### src/design/lfpse_pkg.sv
`timescale 1ns / 1ps

package lfpse_pkg;

  // widths and reset values
  localparam int unsigned PosW             = 6;
  localparam int unsigned MaxFrameBytesDef = 22;
  localparam int unsigned CfgW             = 15;
  localparam int unsigned SymW             = 16;
  localparam int unsigned ByteW            = 8;
  localparam int unsigned IdxW             = 3;

  localparam logic [CfgW-1:0] BitPeriodRst = 15'd100;
  localparam logic [CfgW-1:0] BitHighRst   = 15'd50;
  localparam logic [SymW-1:0] DummyPeriod  = 16'd99;

  // last symbol index of each segment
  localparam logic [IdxW-1:0] PlainLastIdx   = 3'd7;
  localparam logic [IdxW-1:0] PatternLastIdx = 3'd4;
  localparam logic [IdxW-1:0] DummyLastIdx   = 3'd1;

  // configuration register indexes
  typedef enum logic {
    REG_BIT_PERIOD    = 1'b0,
    REG_BIT_HIGH_TIME = 1'b1
  } reg_idx_e;

  // what one byte turns into
  typedef enum logic [1:0] {
    MODE_NONE,
    MODE_PLAIN,
    MODE_PATTERN,
    MODE_PLAIN_PAT
  } job_mode_e;

  // symbol segment inside a job
  typedef enum logic [1:0] {
    SEG_PLAIN,
    SEG_PATTERN,
    SEG_DUMMY
  } seg_e;

  typedef struct packed {
    logic [ByteW-1:0] data;
    job_mode_e        mode;
    logic             dummies;
    logic             dropped;
  } job_t;

  typedef struct packed {
    logic full;
    logic empty;
  } q_stat_t;

  // pattern symbol lengths in bit times
  function automatic logic [1:0] pattern_mult(logic [IdxW-1:0] idx);
    logic [1:0] m;
    case (idx)
      3'd0:    m = 2'd3;
      3'd1:    m = 2'd1;
      3'd2:    m = 2'd2;
      3'd3:    m = 2'd2;
      default: m = 2'd1;
    endcase
    return m;
  endfunction

  // small constant multiple, modulo 2^16
  function automatic logic [SymW-1:0] scale(logic [CfgW-1:0] v, logic [1:0] m);
    logic [SymW-1:0] r;
    case (m)
      2'd2:    r = {v, 1'b0};
      2'd3:    r = {v, 1'b0} + {1'b0, v};
      default: r = {1'b0, v};
    endcase
    return r;
  endfunction

endpackage

### src/design/lfpse_front.sv
`timescale 1ns / 1ps

module lfpse_front #(
  parameter int unsigned MaxFrameBytes = lfpse_pkg::MaxFrameBytesDef
) (
  input  logic                             clk_i,
  input  logic                             rst_ni,
  input  logic                             in_valid_i,
  input  logic [lfpse_pkg::ByteW-1:0]      data_byte_i,
  input  logic                             last_byte_i,
  output logic                             in_ready_o,
  input  lfpse_pkg::q_stat_t               q_stat_i,
  output logic                             push_o,
  output lfpse_pkg::job_t                  job_o
);

  localparam logic [lfpse_pkg::PosW-1:0] MaxPos = lfpse_pkg::PosW'(MaxFrameBytes);

  logic [lfpse_pkg::PosW-1:0] pos_q, pos_d;
  logic                       drop_q, drop_d;
  logic                       accept;
  logic                       over;

  assign in_ready_o = !q_stat_i.full;
  assign accept     = in_valid_i && in_ready_o;
  assign over       = (pos_q >= MaxPos);

  // classify the word by its frame position
  always_comb begin
    job_o.data    = data_byte_i;
    job_o.dummies = last_byte_i;
    job_o.dropped = drop_q || over;
    if (over) begin
      job_o.mode = lfpse_pkg::MODE_NONE;
    end else if (pos_q == '0) begin
      job_o.mode = last_byte_i ? lfpse_pkg::MODE_PLAIN_PAT : lfpse_pkg::MODE_PLAIN;
    end else if (pos_q == lfpse_pkg::PosW'(1)) begin
      job_o.mode = lfpse_pkg::MODE_PATTERN;
    end else begin
      job_o.mode = lfpse_pkg::MODE_PLAIN;
    end
  end

  // a dropped word that does not end the frame makes no job
  assign push_o = accept && (!over || last_byte_i);

  // frame position tracking
  always_comb begin
    pos_d  = pos_q;
    drop_d = drop_q;
    if (accept) begin
      if (last_byte_i) begin
        pos_d  = '0;
        drop_d = 1'b0;
      end else if (over) begin
        pos_d  = MaxPos;
        drop_d = 1'b1;
      end else begin
        pos_d = pos_q + lfpse_pkg::PosW'(1);
      end
    end
  end

  always_ff @(posedge clk_i or negedge rst_ni) begin
    if (!rst_ni) begin
      pos_q  <= '0;
      drop_q <= 1'b0;
    end else begin
      pos_q  <= pos_d;
      drop_q <= drop_d;
    end
  end

endmodule

### src/design/lfpse_queue.sv
`timescale 1ns / 1ps

module lfpse_queue (
  input  logic               clk_i,
  input  logic               rst_ni,
  input  logic               push_i,
  input  lfpse_pkg::job_t    job_i,
  input  logic               pop_i,
  output lfpse_pkg::q_stat_t stat_o,
  output lfpse_pkg::job_t    head_o
);

  lfpse_pkg::job_t entry_q [2];
  logic            wr_q, rd_q;
  logic [1:0]      cnt_q, cnt_d;

  assign stat_o.full  = (cnt_q == 2'd2);
  assign stat_o.empty = (cnt_q == 2'd0);
  assign head_o       = entry_q[rd_q];

  // occupancy
  always_comb begin
    cnt_d = cnt_q;
    case ({push_i, pop_i})
      2'b10:   cnt_d = cnt_q + 2'd1;
      2'b01:   cnt_d = cnt_q - 2'd1;
      default: cnt_d = cnt_q;
    endcase
  end

  always_ff @(posedge clk_i or negedge rst_ni) begin
    if (!rst_ni) begin
      wr_q  <= 1'b0;
      rd_q  <= 1'b0;
      cnt_q <= 2'd0;
    end else begin
      cnt_q <= cnt_d;
      if (push_i) begin
        wr_q <= !wr_q;
      end
      if (pop_i) begin
        rd_q <= !rd_q;
      end
    end
  end

  // job storage
  always_ff @(posedge clk_i) begin
    if (push_i) begin
      entry_q[wr_q] <= job_i;
    end
  end

endmodule

### src/design/lfpse_back.sv
`timescale 1ns / 1ps

module lfpse_back (
  input  logic                           clk_i,
  input  logic                           rst_ni,
  input  logic [lfpse_pkg::CfgW-1:0]     bit_period_i,
  input  logic [lfpse_pkg::CfgW-1:0]     bit_high_time_i,
  input  lfpse_pkg::q_stat_t             q_stat_i,
  input  lfpse_pkg::job_t                head_i,
  output logic                           pop_o,
  output logic                           out_valid_o,
  input  logic                           out_ready_i,
  output logic [lfpse_pkg::SymW-1:0]     symbol_period_o,
  output logic [lfpse_pkg::SymW-1:0]     symbol_high_o,
  output logic                           invert_level_o,
  output logic                           overflow_o,
  output logic                           end_of_run_o
);

  logic                        active_q;
  lfpse_pkg::seg_e             seg_q, seg_d, cur_seg;
  logic [lfpse_pkg::IdxW-1:0]  idx_q, idx_d, cur_idx;
  logic                        adv;
  logic                        last_sym;
  logic [1:0]                  mult;
  logic [lfpse_pkg::SymW-1:0]  per_d, high_d;
  logic                        inv_d, ovf_d;

  logic                        out_valid_q;
  logic [lfpse_pkg::SymW-1:0]  per_q, high_q;
  logic                        inv_q, ovf_q, eor_q;

  // cursor: saved position, or the start of the head job
  always_comb begin
    cur_idx = active_q ? idx_q : '0;
    cur_seg = seg_q;
    if (!active_q) begin
      case (head_i.mode)
        lfpse_pkg::MODE_PATTERN: cur_seg = lfpse_pkg::SEG_PATTERN;
        lfpse_pkg::MODE_NONE:    cur_seg = lfpse_pkg::SEG_DUMMY;
        default:                 cur_seg = lfpse_pkg::SEG_PLAIN;
      endcase
    end
  end

  assign adv   = !q_stat_i.empty && (!out_valid_q || out_ready_i);
  assign pop_o = adv && last_sym;

  // symbol for the current cursor
  always_comb begin
    mult     = 2'd1;
    inv_d    = 1'b0;
    ovf_d    = 1'b0;
    last_sym = 1'b0;
    seg_d    = cur_seg;
    idx_d    = cur_idx + lfpse_pkg::IdxW'(1);
    unique case (cur_seg)
      lfpse_pkg::SEG_PLAIN: begin
        inv_d = head_i.data[cur_idx];
        if (cur_idx == lfpse_pkg::PlainLastIdx) begin
          idx_d = '0;
          if (head_i.mode == lfpse_pkg::MODE_PLAIN_PAT) begin
            seg_d = lfpse_pkg::SEG_PATTERN;
          end else if (head_i.dummies) begin
            seg_d = lfpse_pkg::SEG_DUMMY;
          end else begin
            last_sym = 1'b1;
          end
        end
      end
      lfpse_pkg::SEG_PATTERN: begin
        mult  = lfpse_pkg::pattern_mult(cur_idx);
        inv_d = (head_i.mode == lfpse_pkg::MODE_PATTERN) && head_i.data[cur_idx];
        if (cur_idx == lfpse_pkg::PatternLastIdx) begin
          idx_d = '0;
          if (head_i.dummies) begin
            seg_d = lfpse_pkg::SEG_DUMMY;
          end else begin
            last_sym = 1'b1;
          end
        end
      end
      lfpse_pkg::SEG_DUMMY: begin
        ovf_d = head_i.dropped;
        if (cur_idx == lfpse_pkg::DummyLastIdx) begin
          last_sym = 1'b1;
        end
      end
      default: begin
        last_sym = 1'b1;
      end
    endcase
  end

  // timing values, modulo 2^16
  always_comb begin
    if (cur_seg == lfpse_pkg::SEG_DUMMY) begin
      per_d  = lfpse_pkg::DummyPeriod;
      high_d = '0;
    end else begin
      per_d  = lfpse_pkg::scale(bit_period_i, mult) - lfpse_pkg::SymW'(1);
      high_d = lfpse_pkg::scale(bit_high_time_i, mult);
    end
  end

  // control state
  always_ff @(posedge clk_i or negedge rst_ni) begin
    if (!rst_ni) begin
      active_q    <= 1'b0;
      seg_q       <= lfpse_pkg::SEG_PLAIN;
      idx_q       <= '0;
      out_valid_q <= 1'b0;
    end else if (adv) begin
      active_q    <= !last_sym;
      seg_q       <= seg_d;
      idx_q       <= idx_d;
      out_valid_q <= 1'b1;
    end else if (out_ready_i) begin
      out_valid_q <= 1'b0;
    end
  end

  // output word register
  always_ff @(posedge clk_i) begin
    if (adv) begin
      per_q  <= per_d;
      high_q <= high_d;
      inv_q  <= inv_d;
      ovf_q  <= ovf_d;
      eor_q  <= last_sym;
    end
  end

  assign out_valid_o     = out_valid_q;
  assign symbol_period_o = per_q;
  assign symbol_high_o   = high_q;
  assign invert_level_o  = inv_q;
  assign overflow_o      = ovf_q;
  assign end_of_run_o    = eor_q;

endmodule

### src/design/lf_frame_pwm_symbol_encoder_core.sv
`timescale 1ns / 1ps

// Frame PWM symbol encoder: each accepted byte word inside the frame limit becomes a run of
// PWM symbols, one per data bit LSB first (period minus one, high time, polarity), with the
// pattern symbols for the second byte and two dummy symbols after the last byte. The back
// end emits one symbol per clock unless out_ready_i stalls it, and it holds its output word
// while stalled. A two-entry job queue between the classifier and the symbol generator lets
// input arrive while symbols are still being taken. An accepted byte is stored in the job
// queue, and its first symbol is then registered in the output word register.
// Write bit_period and bit_high_time only while the block is idle.
module lf_frame_pwm_symbol_encoder_core #(
  parameter int unsigned MaxFrameBytes = lfpse_pkg::MaxFrameBytesDef
) (
  input  logic                           clk_i,
  input  logic                           rst_ni,
  input  logic                           cfg_valid_i,
  output logic                           cfg_ready_o,
  input  logic                           cfg_index_i,
  input  logic [lfpse_pkg::CfgW-1:0]     cfg_data_i,
  input  logic                           in_valid_i,
  output logic                           in_ready_o,
  input  logic [lfpse_pkg::ByteW-1:0]    data_byte_i,
  input  logic                           last_byte_i,
  output logic                           out_valid_o,
  input  logic                           out_ready_i,
  output logic [lfpse_pkg::SymW-1:0]     symbol_period_o,
  output logic [lfpse_pkg::SymW-1:0]     symbol_high_o,
  output logic                           invert_level_o,
  output logic                           overflow_o,
  output logic                           end_of_run_o
);

  logic [lfpse_pkg::CfgW-1:0] bit_period_q, bit_high_q;
  lfpse_pkg::q_stat_t         q_stat;
  lfpse_pkg::job_t            push_job, head_job;
  logic                       push, pop;

  // configuration registers
  assign cfg_ready_o = 1'b1;

  always_ff @(posedge clk_i or negedge rst_ni) begin
    if (!rst_ni) begin
      bit_period_q <= lfpse_pkg::BitPeriodRst;
      bit_high_q   <= lfpse_pkg::BitHighRst;
    end else if (cfg_valid_i && cfg_ready_o) begin
      unique case (lfpse_pkg::reg_idx_e'(cfg_index_i))
        lfpse_pkg::REG_BIT_PERIOD:    bit_period_q <= cfg_data_i;
        lfpse_pkg::REG_BIT_HIGH_TIME: bit_high_q   <= cfg_data_i;
        default:                      bit_period_q <= bit_period_q;
      endcase
    end
  end

  // classifier
  lfpse_front #(
    .MaxFrameBytes(MaxFrameBytes)
  ) u_front (
    .clk_i       (clk_i),
    .rst_ni      (rst_ni),
    .in_valid_i  (in_valid_i),
    .data_byte_i (data_byte_i),
    .last_byte_i (last_byte_i),
    .in_ready_o  (in_ready_o),
    .q_stat_i    (q_stat),
    .push_o      (push),
    .job_o       (push_job)
  );

  // job queue
  lfpse_queue u_queue (
    .clk_i  (clk_i),
    .rst_ni (rst_ni),
    .push_i (push),
    .job_i  (push_job),
    .pop_i  (pop),
    .stat_o (q_stat),
    .head_o (head_job)
  );

  // symbol generator
  lfpse_back u_back (
    .clk_i           (clk_i),
    .rst_ni          (rst_ni),
    .bit_period_i    (bit_period_q),
    .bit_high_time_i (bit_high_q),
    .q_stat_i        (q_stat),
    .head_i          (head_job),
    .pop_o           (pop),
    .out_valid_o     (out_valid_o),
    .out_ready_i     (out_ready_i),
    .symbol_period_o (symbol_period_o),
    .symbol_high_o   (symbol_high_o),
    .invert_level_o  (invert_level_o),
    .overflow_o      (overflow_o),
    .end_of_run_o    (end_of_run_o)
  );

endmodule

### config.mk
export PLATFORM = sky130hd
export DESIGN_NAME = lf_frame_pwm_symbol_encoder_core
export DESIGN_NICKNAME = d
export VERILOG_FILES = /design/src/design/lfpse_pkg.sv /design/src/design/lfpse_front.sv /design/src/design/lfpse_queue.sv /design/src/design/lfpse_back.sv /design/src/design/lf_frame_pwm_symbol_encoder_core.sv
export SDC_FILE = /design/constraint.sdc
export NUM_CORES = 1
export LEC_CHECK = 0
export BUFFER_PORTS_ARGS = -buffer_cell sky130_fd_sc_hd__buf_2
export CAP_MARGIN = 20
export CELL_PAD_IN_SITES_DETAIL_PLACEMENT = 1
export CELL_PAD_IN_SITES_GLOBAL_PLACEMENT = 2
export CORE_UTILIZATION = 35
export DETAILED_ROUTE_END_ITERATION = 6
export PLACE_DENSITY_LB_ADDON = 0.1
export SLEW_MARGIN = 0
export SYNTH_ARGS = -nofsm -noshare
export SYNTH_HDL_FRONTEND = slang
export SYNTH_SLANG_ARGS = --single-unit
### constraint.sdc
create_clock -name clk_i -period 4.15 [get_ports clk_i]
set_clock_uncertainty 0.1 [all_clocks]
set_input_delay 0.6225 -clock clk_i [delete_from_list [all_inputs] [get_ports clk_i]]
set_output_delay 0.6225 -clock clk_i [all_outputs]
set_load 0.01 [all_outputs]
# Word-level counts from Yosys, hierarchy flattened
# Memories as Yosys holds them, arrays and structs flattened.
# Index checks and enable logic that the tools add are counted.
# classes
n_eq_ne	15
n_addsub	7
n_mux	38
bitwise	1
n_lt_le_gt_ge	2
reduce_logical	27
n_mul	0
n_shift	0
n_div	0
# op_table
cell	n
$pmux 16 s2	2
$add 16x15->16	2
$mux 2	10
$mux 16	1
$pmux 2 s2	4
$sub 16x1->16 const B	1
$eq 2x2->1 const B	7
$mux 1	12
$mux 6	2
$mux 3	3
$logic_not 1->1	7
$add 6x1->6 const B	1
$eq 3x2->1 const B	2
$eq 3x3->1 const B	2
$eq 6x1->1 const B	1
$ge 6x5->1 const B	1
$logic_not 2->1	3
$logic_not 6->1	1
$pmux 3 s2	1
$reduce_and 2->1	3
$reduce_bool 2->1	3
$logic_and 1x1->1	5
$eq 2x1->1 const B	2
$lt 3x4->1 const B	1
other kinds (11)	13
# totals
n_memories	1
romBits	0
inputBits	30
latch_bits	0
output_inout_bits	38
ram_bits	24
wordCells	107
reg_bits	83
# mem_list
memory	depth	width	read_ports	rd_ports_with_merged_regs	write_ports	line_no	text
u_queue.entry_q	2	12	1	0	1	lfpse_queue.sv:13	lfpse_pkg::job_t entry_q [2];

# Logic depth before layout (Yosys ltp)
# Gate-level depths: netlist of run 1.
# An unclocked memory read counts as a cell.
# depth
ltp_word	10
ltp_mapped	17
ltp_nobuf	13

# Cells and area by module
# A second synthesis of run 1 with hierarchy kept.
# unflattened
cells_unflattened	611
area_unflattened_um2	6638.9
# modules_own_cells
mod	instances	area_each_um2	cells_per_inst	seq_area_each_um2
lfpse_back	1	3871.2	432	1226.2
lf_frame_pwm_symbol_encoder_core	1	1193.6	67	758.2
lfpse_queue	1	1053.5	53	820.8
lfpse_front	1	520.5	59	175.2

# Worst setup path after synthesis of run 1
# Ideal clock, no wire load.
# synth_timing
path_type	reg2reg
from	register u_back.active_q
to	register u_back.per_q (netlist bit u_back.symbol_period_o[14]), data pin
setup_ps	147
synth_period_minus_slack_ps	3908
required_time_ps	3903
t_arrival_ps	3661
stages_incl_launch_ff	18
setup_slack_ps	242
n_path_buf	4
path_cell_list	dfrtp_1 > buf_6 > nand2_1 > inv_1 > ha_1 > ha_1 > a21oi_1 > nor3_1 > clkbuf_1 > clkbuf_1 > clkbuf_1 > nand2b_1 > ha_1 > nand3_1 > nor4_2 > nand3_1 > or4_1 > a21oi_1
# synth_via
elab_chain_cells	9
elab_cells_between_ends	15
cone_classes	add/sub (1); eq/ne (6); mux (6); reduce/logical (2)
# synth_lines
element	line_no	text
start, declared	lfpse_back.sv:20	logic active_q;
start signal, assigned	lfpse_back.sv:114	active_q <= !last_sym;
$mux 3	lfpse_back.sv:35	cur_idx = active_q ? idx_q : '0;
$eq 3x2->1	lfpse_pkg.sv:58	case (idx)
$reduce_or 2->1 (no line)	--	
$pmux 2 s2	lfpse_pkg.sv:58	
$mux 2	lfpse_back.sv:57	unique case (cur_seg)
$eq 2x2->1	lfpse_pkg.sv:71	case (m)
$pmux 16 s2	lfpse_pkg.sv:71	
$mux 16	lfpse_back.sv:97	if (cur_seg == lfpse_pkg::SEG_DUMMY) begin
$sub 16x1->16	lfpse_back.sv:101	per_d = lfpse_pkg::scale(bit_period_i, mult) - lfpse_pkg::SymW'(1);
end signal, assigned	lfpse_back.sv:126	per_q <= per_d;
end, declared	lfpse_back.sv:30	logic [lfpse_pkg::SymW-1:0] per_q, high_q;
# Parallel ways exist; a longest one is shown, timed or not. The select of a mux whose other input is x is not followed.
# A chain may end at the register's enable or synchronous reset.

# Worst setup path in the final report of run 1
# layout_timing
from	register u_back.active_q
to	register u_back.per_q (netlist bit u_back.symbol_period_o[15]), data pin
# Same word-level chain as after synthesis.

==> results.toml, run 1 <==
[outcome]
outcome = "finished clean"

[finish]
post_route_cells_drive_above_1_share_pct = 23.1
synthToLayoutAreaGrowth_pct = 14.7
nets = 720

[drt]
wirelength_mm = 16.7
avgViaCountPerCell = 5.46
vias = 4807
dr.pass1.iters = 6
ant_nets = 0
wl_per_cell_um = 18.9
route.detailed.drc = 0
drt_iter0_drc = 281

[min_path]
worstHoldPathType = "in -> async"

[setup_path]
end_kind = "flop"
critical_path_required_ps = 4160
cp.arrival_ps = 3950
worstSetupPathType = "reg -> reg"
setup.worst_path.start_class = "flop"
cp_max_fo = 10

[pwr]
irDropWorstVdd_mv = 0.299
total_power_uw = 4780
cellLeakagePower_uw = 0.00306
pwr_density_cell_nw_per_um2 = 655

[logic_synthesis]
synth_cell_types = 68
synth.avg_cell_area_um2 = 11.0
synth-edff-count = 59
synth.ff_latch_count = 107
yosysSeqAreaShare_pct = 46.8
yosysWarnings = 0
synth_nets = 649
syn-cell-area_um2 = 6360
syn_inst = 577
async_flop_share_pct = 44.9
synthFlopType = "edfxtp_1"

[global_route]
grt_pass1_wl_mm = 27.1
antenna_found_initial = 2
overflow = 0
grt_max_degree = 39
grt_usage_pct = 19.2
grt_pass1_vias = 5142

[clocking]
cts_setup_buffers = 0
cts_made_buffers = 9
clockBufferDepth = 2
clock_sinks = 107
cts_tree = "yes"
clkLatencyLatePin_ps = 360
clk_pin_slew_worst_paths_ps = 80
h-tree-depth = 3
root_buffer = "clkbuf_16"

[placement]
place_hpwl_mm = 12.4
place_congestion = 0.846
place.port_buffers = 66

[timing]
setup_tns_ps = 0
worst_pin_slew_ps = 768
min_period_over_period_pct = 94.9
clock.fmax_mhz = 254
whs_ps = 54.8
fin_crit_ps = 3940
drv_slew = 0
hold_viol = 0
relSlewSlack_pct = 47.3
rsz0062_at_grt = "false"
setup_violations = 0

[floorplanning]
die_h_um = 137
io_pins = 68
dieArea_um2 = 18700
die_w_um = 137
rows = 48
core_area_um2 = 17500
start_util_pct = 36.3

[run]
maxCapViolCount = 0
## routing by layer
metal	GRT usage [%]	vias up	wire length (um)
met5	0	-	8
met2	32.4	111	8140
li1	-	2313	-
met4	5.25	2	263
met3	4.07	20	798
met1	24.9	2361	7460
## cells in the final DEF (no fill, tap or decap), types with 7 or more instances in the layout
| master | Yosys | layout |
|---|---|---|
| and2_1 | 8 | 8 |
| xnor2_1 | 17 | 17 |
| o21ai_0 | 28 | 28 |
| inv_1 | 22 | 22 |
| ha_1 | 40 | 40 |
| a21oi_1 | 28 | 28 |
| nand3_1 | 12 | 12 |
| a222oi_1 | 15 | 15 |
| o21a_1 | 7 | 7 |
| a31oi_1 | 8 | 8 |
| nor3_1 | 11 | 10 |
| nand2b_1 | 12 | 12 |
| buf_2 | 0 | 66 |
| a22oi_1 | 9 | 9 |
| buf_4 | 1 | 15 |
| mux2_2 | 31 | 31 |
| edfxtp_1 | 59 | 59 |
| clkbuf_16 | 0 | 9 |
| dfrtp_1 | 42 | 41 |
| nor2_1 | 46 | 46 |
| nor2b_1 | 8 | 7 |
| nand2_1 | 39 | 39 |
| a21o_1 | 10 | 10 |
| xor2_1 | 14 | 14 |
## cells by family (layout without fill, tap and decap cells)
group | count (synthesis) | after routing | synth area share, %
xor+xnor | 31 | 31 | 4.27
buf+inv | 43 | 119 | 2.71
compound gates | 149 | 149 | 16.5
flops | 107 | 107 | 46.8
mux | 42 | 42 | 8.22
fa+ha+maj | 42 | 42 | 8.50
simple gates | 162 | 162 | 12.9
other cells | 1 | 3 | 0.0589
## sequential cells by signal, summed over array words and instances (netlist names)
| register | count |
|---|---|
| u_front.drop_q | 1 |
| u_queue.cnt_q | 2 |
| u_back.active_q | 1 |
| bit_high_q | 15 |
| u_back.out_valid_o | 1 |
| u_back.symbol_high_o | 16 |
| u_back.overflow_o | 1 |
| u_back.seg_q | 2 |
| u_queue.entry_q | 24 |
| u_back.end_of_run_o | 1 |
| u_back.symbol_period_o | 16 |
| bit_period_q | 15 |
| u_queue.wr_q | 1 |
| u_queue.rd_q | 1 |
| u_front.pos_q | 6 |
| u_back.invert_level_o | 1 |
| u_back.idx_q | 3 |
## critical path, stage by stage, from the launching register on
cell and delay, ps:
dfrtp_2 480, nand2_1 130, inv_1 150, ha_1 270
ha_1 230, a21oi_1 380, o22ai_1 210, a22oi_4 230
nand4_2 250, nor4_2 390, nand3_1 170, nor4_1 330
mux2_1 370
## area by class of cell
| type | count | area (um^2) |
|---|---|---|
| repair buffers | 81 | 443 |
| diodes | 2 | 5.00 |
| fillers | 1936 | 10200 |
| flip-flops and latches | 107 | 2980 |
| clock inverters | 5 | 36.3 |
| clock buffers | 11 | 233 |
| inverters | 22 | 82.6 |
| multi-input cells | 427 | 3240 |
| well taps | 225 | 282 |
## power by group
part           internal [uW]  switching [uW]
clock network            412             414
logic                    865            1280
registers               1590             217
total                   2870            1910
## what timing repair did
| action | 4_1_cts | 5_1_grt |
|---|---|---|
| resized for setup | 0 | 4 |
| setup endpoints to repair | 0 | 2 |
| hold buffers | 0 | 0 |
## cells in the mapped netlist, types with 4 or more instances
cell / n / area share (%)
o31ai_1: 6 / 0.71
nor2_1: 46 / 2.7
a31oi_1: 8 / 0.79
nor2b_1: 8 / 0.79
o21ai_0: 28 / 2.2
nand3_1: 12 / 0.94
mux2i_1: 5 / 0.79
a21boi_0: 4 / 0.47
nor4_1: 4 / 0.39
o22ai_1: 4 / 0.39
a22oi_1: 9 / 1.1
xor2_1: 14 / 1.9
nor3_1: 11 / 0.87
and2_1: 8 / 0.79
nand2b_1: 12 / 1.2
inv_1: 22 / 1.3
mux4_2: 5 / 1.8
a21o_1: 10 / 1.2
dfstp_2: 6 / 2.5
nand2_1: 39 / 2.3
mux2_2: 31 / 5.5
edfxtp_1: 59 / 28
xnor2_1: 17 / 2.3
a222oi_1: 15 / 2.4
dfrtp_1: 42 / 17
a21oi_1: 28 / 2.2
clkbuf_1: 17 / 1.0
ha_1: 40 / 7.9
o21bai_1: 6 / 0.71
o21a_1: 7 / 0.83
## stage by stage
step / area, um^2 / util, % / worst slack (ps) / cells
2_1_floorplan: 6360 / - / 242 / 577
3_3_place_gp: 7000 / 39.9 / 341 / 862
3_5_place_dp: 7000 / 39.9 / 147 / 862
4_1_cts: 7270 / 41.5 / 104 / 878
5_1_grt: 7300 / 41.6 / 44.5 / 878
6_report: 7300 / 41.6 / 210 / 880
## path summary, 6_finish.rpt
kind / startpoint / endpoint / slack (ps) / depth (start not counted)
setup / recovery: u_back.active_q / u_back.symbol_period_o[15] / 210 / 12
min in group clk_i: in_valid_i / u_front.pos_q[4] / 350 / 2
hold / removal: rst_ni / u_front.pos_q[4] / 50 / 1
hold reg to reg: u_back.idx_q[0] / u_back.idx_q[0] / 390 / 2
setup reg to reg: u_back.active_q / u_back.symbol_period_o[15] / 210 / 12
max in group asynchronous: rst_ni / bit_period_q[6] / 3090 / 2
(Power assumes the default switching activity.)
==> inputs of run 2 (changes only) <==
Settings changed: BUFFER_PORTS_ARGS -buffer_cell sky130_fd_sc_hd__buf_2 to default, DONT_BUFFER_PORTS from default to 1.
==> results.toml, run 2 (synthesized netlist as in run 1, its figures left out) <==
[outcome]
outcome = "finished with violations"
failed_checks = "negative hold slack"

[clocking]
cts_setup_buffers = 0
clockBufferDepth = 2
clk_pin_slew_worst_paths_ps = 80
clkLatencyLatePin_ps = 350
clock_sinks = 107
cts_made_buffers = 9
h-tree-depth = 3
cts_tree = "yes"
root_buffer = "clkbuf_16"

[finish]
synthToLayoutAreaGrowth_pct = 10.6
antenna-diode-count = 0
post_route_cells_drive_above_1_share_pct = 14.5
largest_register_ffs = 24
layout_commonest_cell = "edfxtp_1"
nets = 654
regArea_um2 = 2980
final_util_pct = 40.1
most-common-layout-cells = "59 x edfxtp_1, 46 x nor2_1, 42 x dfrtp_1, 40 x ha_1, 39 x nand2_1"
multi_input_area_um2 = 3240
regMostFlops = "u_queue.entry_q"
fillers = 1906

[drt]
dr.pass1.iters = 6
avgViaCountPerCell = 5.61
m1WireLength_mm = 7.14
wl_per_cell_um = 20.6
ant_nets = 0
routed-wl-met3_um = 891
drt_iter0_drc = 217
top_layer_used = "met4"
wirelength_mm = 16.7
route.met2.wl_mm = 8.44
vias = 4552
route.detailed.drc = 0

[timing]
rsz0062_at_grt = "false"
min_period_over_period_pct = 93.8
hold_viol = 3
clock.fmax_mhz = 257
setup_tns_ps = 0
drv_slew = 0
fin_crit_ps = 3890
whs_ps = -3.97
worst_pin_slew_ps = 793
relSlewSlack_pct = 45.6
setup_violations = 0

[setup_path]
end_kind = "flop"
worst_path_max_delay_cell = "dfrtp_1"
rr_worst_depth = 12
critical-path-top-delay-family = "simple AND/OR/NAND/NOR gates"
r2r-start = "u_back.active_q"
setup.worst_path.start_class = "flop"
critPathMostFrequentCell = "ha_1"
worstSetupPathType = "reg -> reg"
max_stage_delay_ps = 530
reg2reg_setup_slack_ps = 260
cp.arrival_ps = 3990
crit_chain = "nand2_1 -> inv_1 -> ha_1 -> ha_1 -> o21bai_4 -> a222oi_1 -> ha_1 -> nand3_1 -> nor4_4 -> nand3_1 -> or4_1 -> a21oi_1"
r2r_end = "u_back.symbol_period_o[14]"
critical_path_required_ps = 4250
cp_max_fo = 28
startpoint = "u_back.active_q"
worstPathBufferInverterCount = 1

[min_path]
worstHoldPathType = "in -> async"

[global_route]
antenna_found_initial = 0
grt_usage_pct = 19.1
grt_pass1_wl_mm = 26.7
grt_max_degree = 43
overflow = 0
grt_pass1_vias = 4827

[floorplanning]
io_pins = 68
rows = 48
start_util_pct = 36.3
core_area_um2 = 17500
die_w_um = 137
dieArea_um2 = 18700
die_h_um = 137

[placement]
place_hpwl_mm = 12.4
place.port_buffers = 0
place_congestion = 0.772

[pwr]
irDropWorstVdd_mv = 0.318
pwr_density_cell_nw_per_um2 = 674
cellLeakagePower_uw = 0.00282

[run]
maxCapViolCount = 0
run 2: cell count changes in the layout (fill, tap and decap cells not counted), sizes merged:
cell / delta
clkbuf: -1
buf: -67
diode: -2
bufinv: +1
clkinvlp: -1
dlygate4sd3: +1
clkinv: +1
run 2: layout make-up:
class	count	area share (%)
clock buffers	10	3.26
inverters	22	1.17
well taps	225	4.00
repair buffers	15	1.92
clock inverters	6	1.19
flip-flops and latches	107	42.4
multi-input cells	427	46.1
run 2: worst max path at each step:
stage / end / cells past startpoint
2_1_floorplan: u_back.symbol_period_o[14] / 17
3_3_place_gp: u_back.symbol_period_o[14] / 12
3_5_place_dp: u_back.symbol_period_o[14] / 13
4_1_cts: u_back.symbol_period_o[14] / 13
5_1_grt: u_back.symbol_period_o[14] / 12
6_report: u_back.symbol_period_o[14] / 12
run 2: where the power goes:
group / total [uW] / internal, uW / switching, uW
sequential: 1940 / 1600 / 340
clock: 902 / 484 / 418
combinational: 1890 / 750 / 1140
run 2: timing repair:
item / CTS / global route
endpoints found under the setup margin: 0 / 2
endpoints found under the hold margin: 42 / 0
resized for setup: 0 / 4
hold buffers: 2 / 0
run 2: per-layer routing:
| metal | GRT usage [%] | up-vias |
|---|---|---|
| li1 | - | 2177 |
| met3 | 4.96 | 19 |
| met4 | 5.25 | 0 |
| met2 | 33.3 | 84 |
| met1 | 23.1 | 2272 |
| met5 | 0 | - |
run 2: through the flow:
step	power (uW)	setup slack (ps)	std cells	cell area (um^2)
6_report	4740	257	812	7030
5_1_grt	5090	22.8	812	7030
4_1_cts	4800	205	812	7010
3_5_place_dp	3850	256	794	6660
3_3_place_gp	3800	403	794	6660
2_1_floorplan	3260	242	577	6360
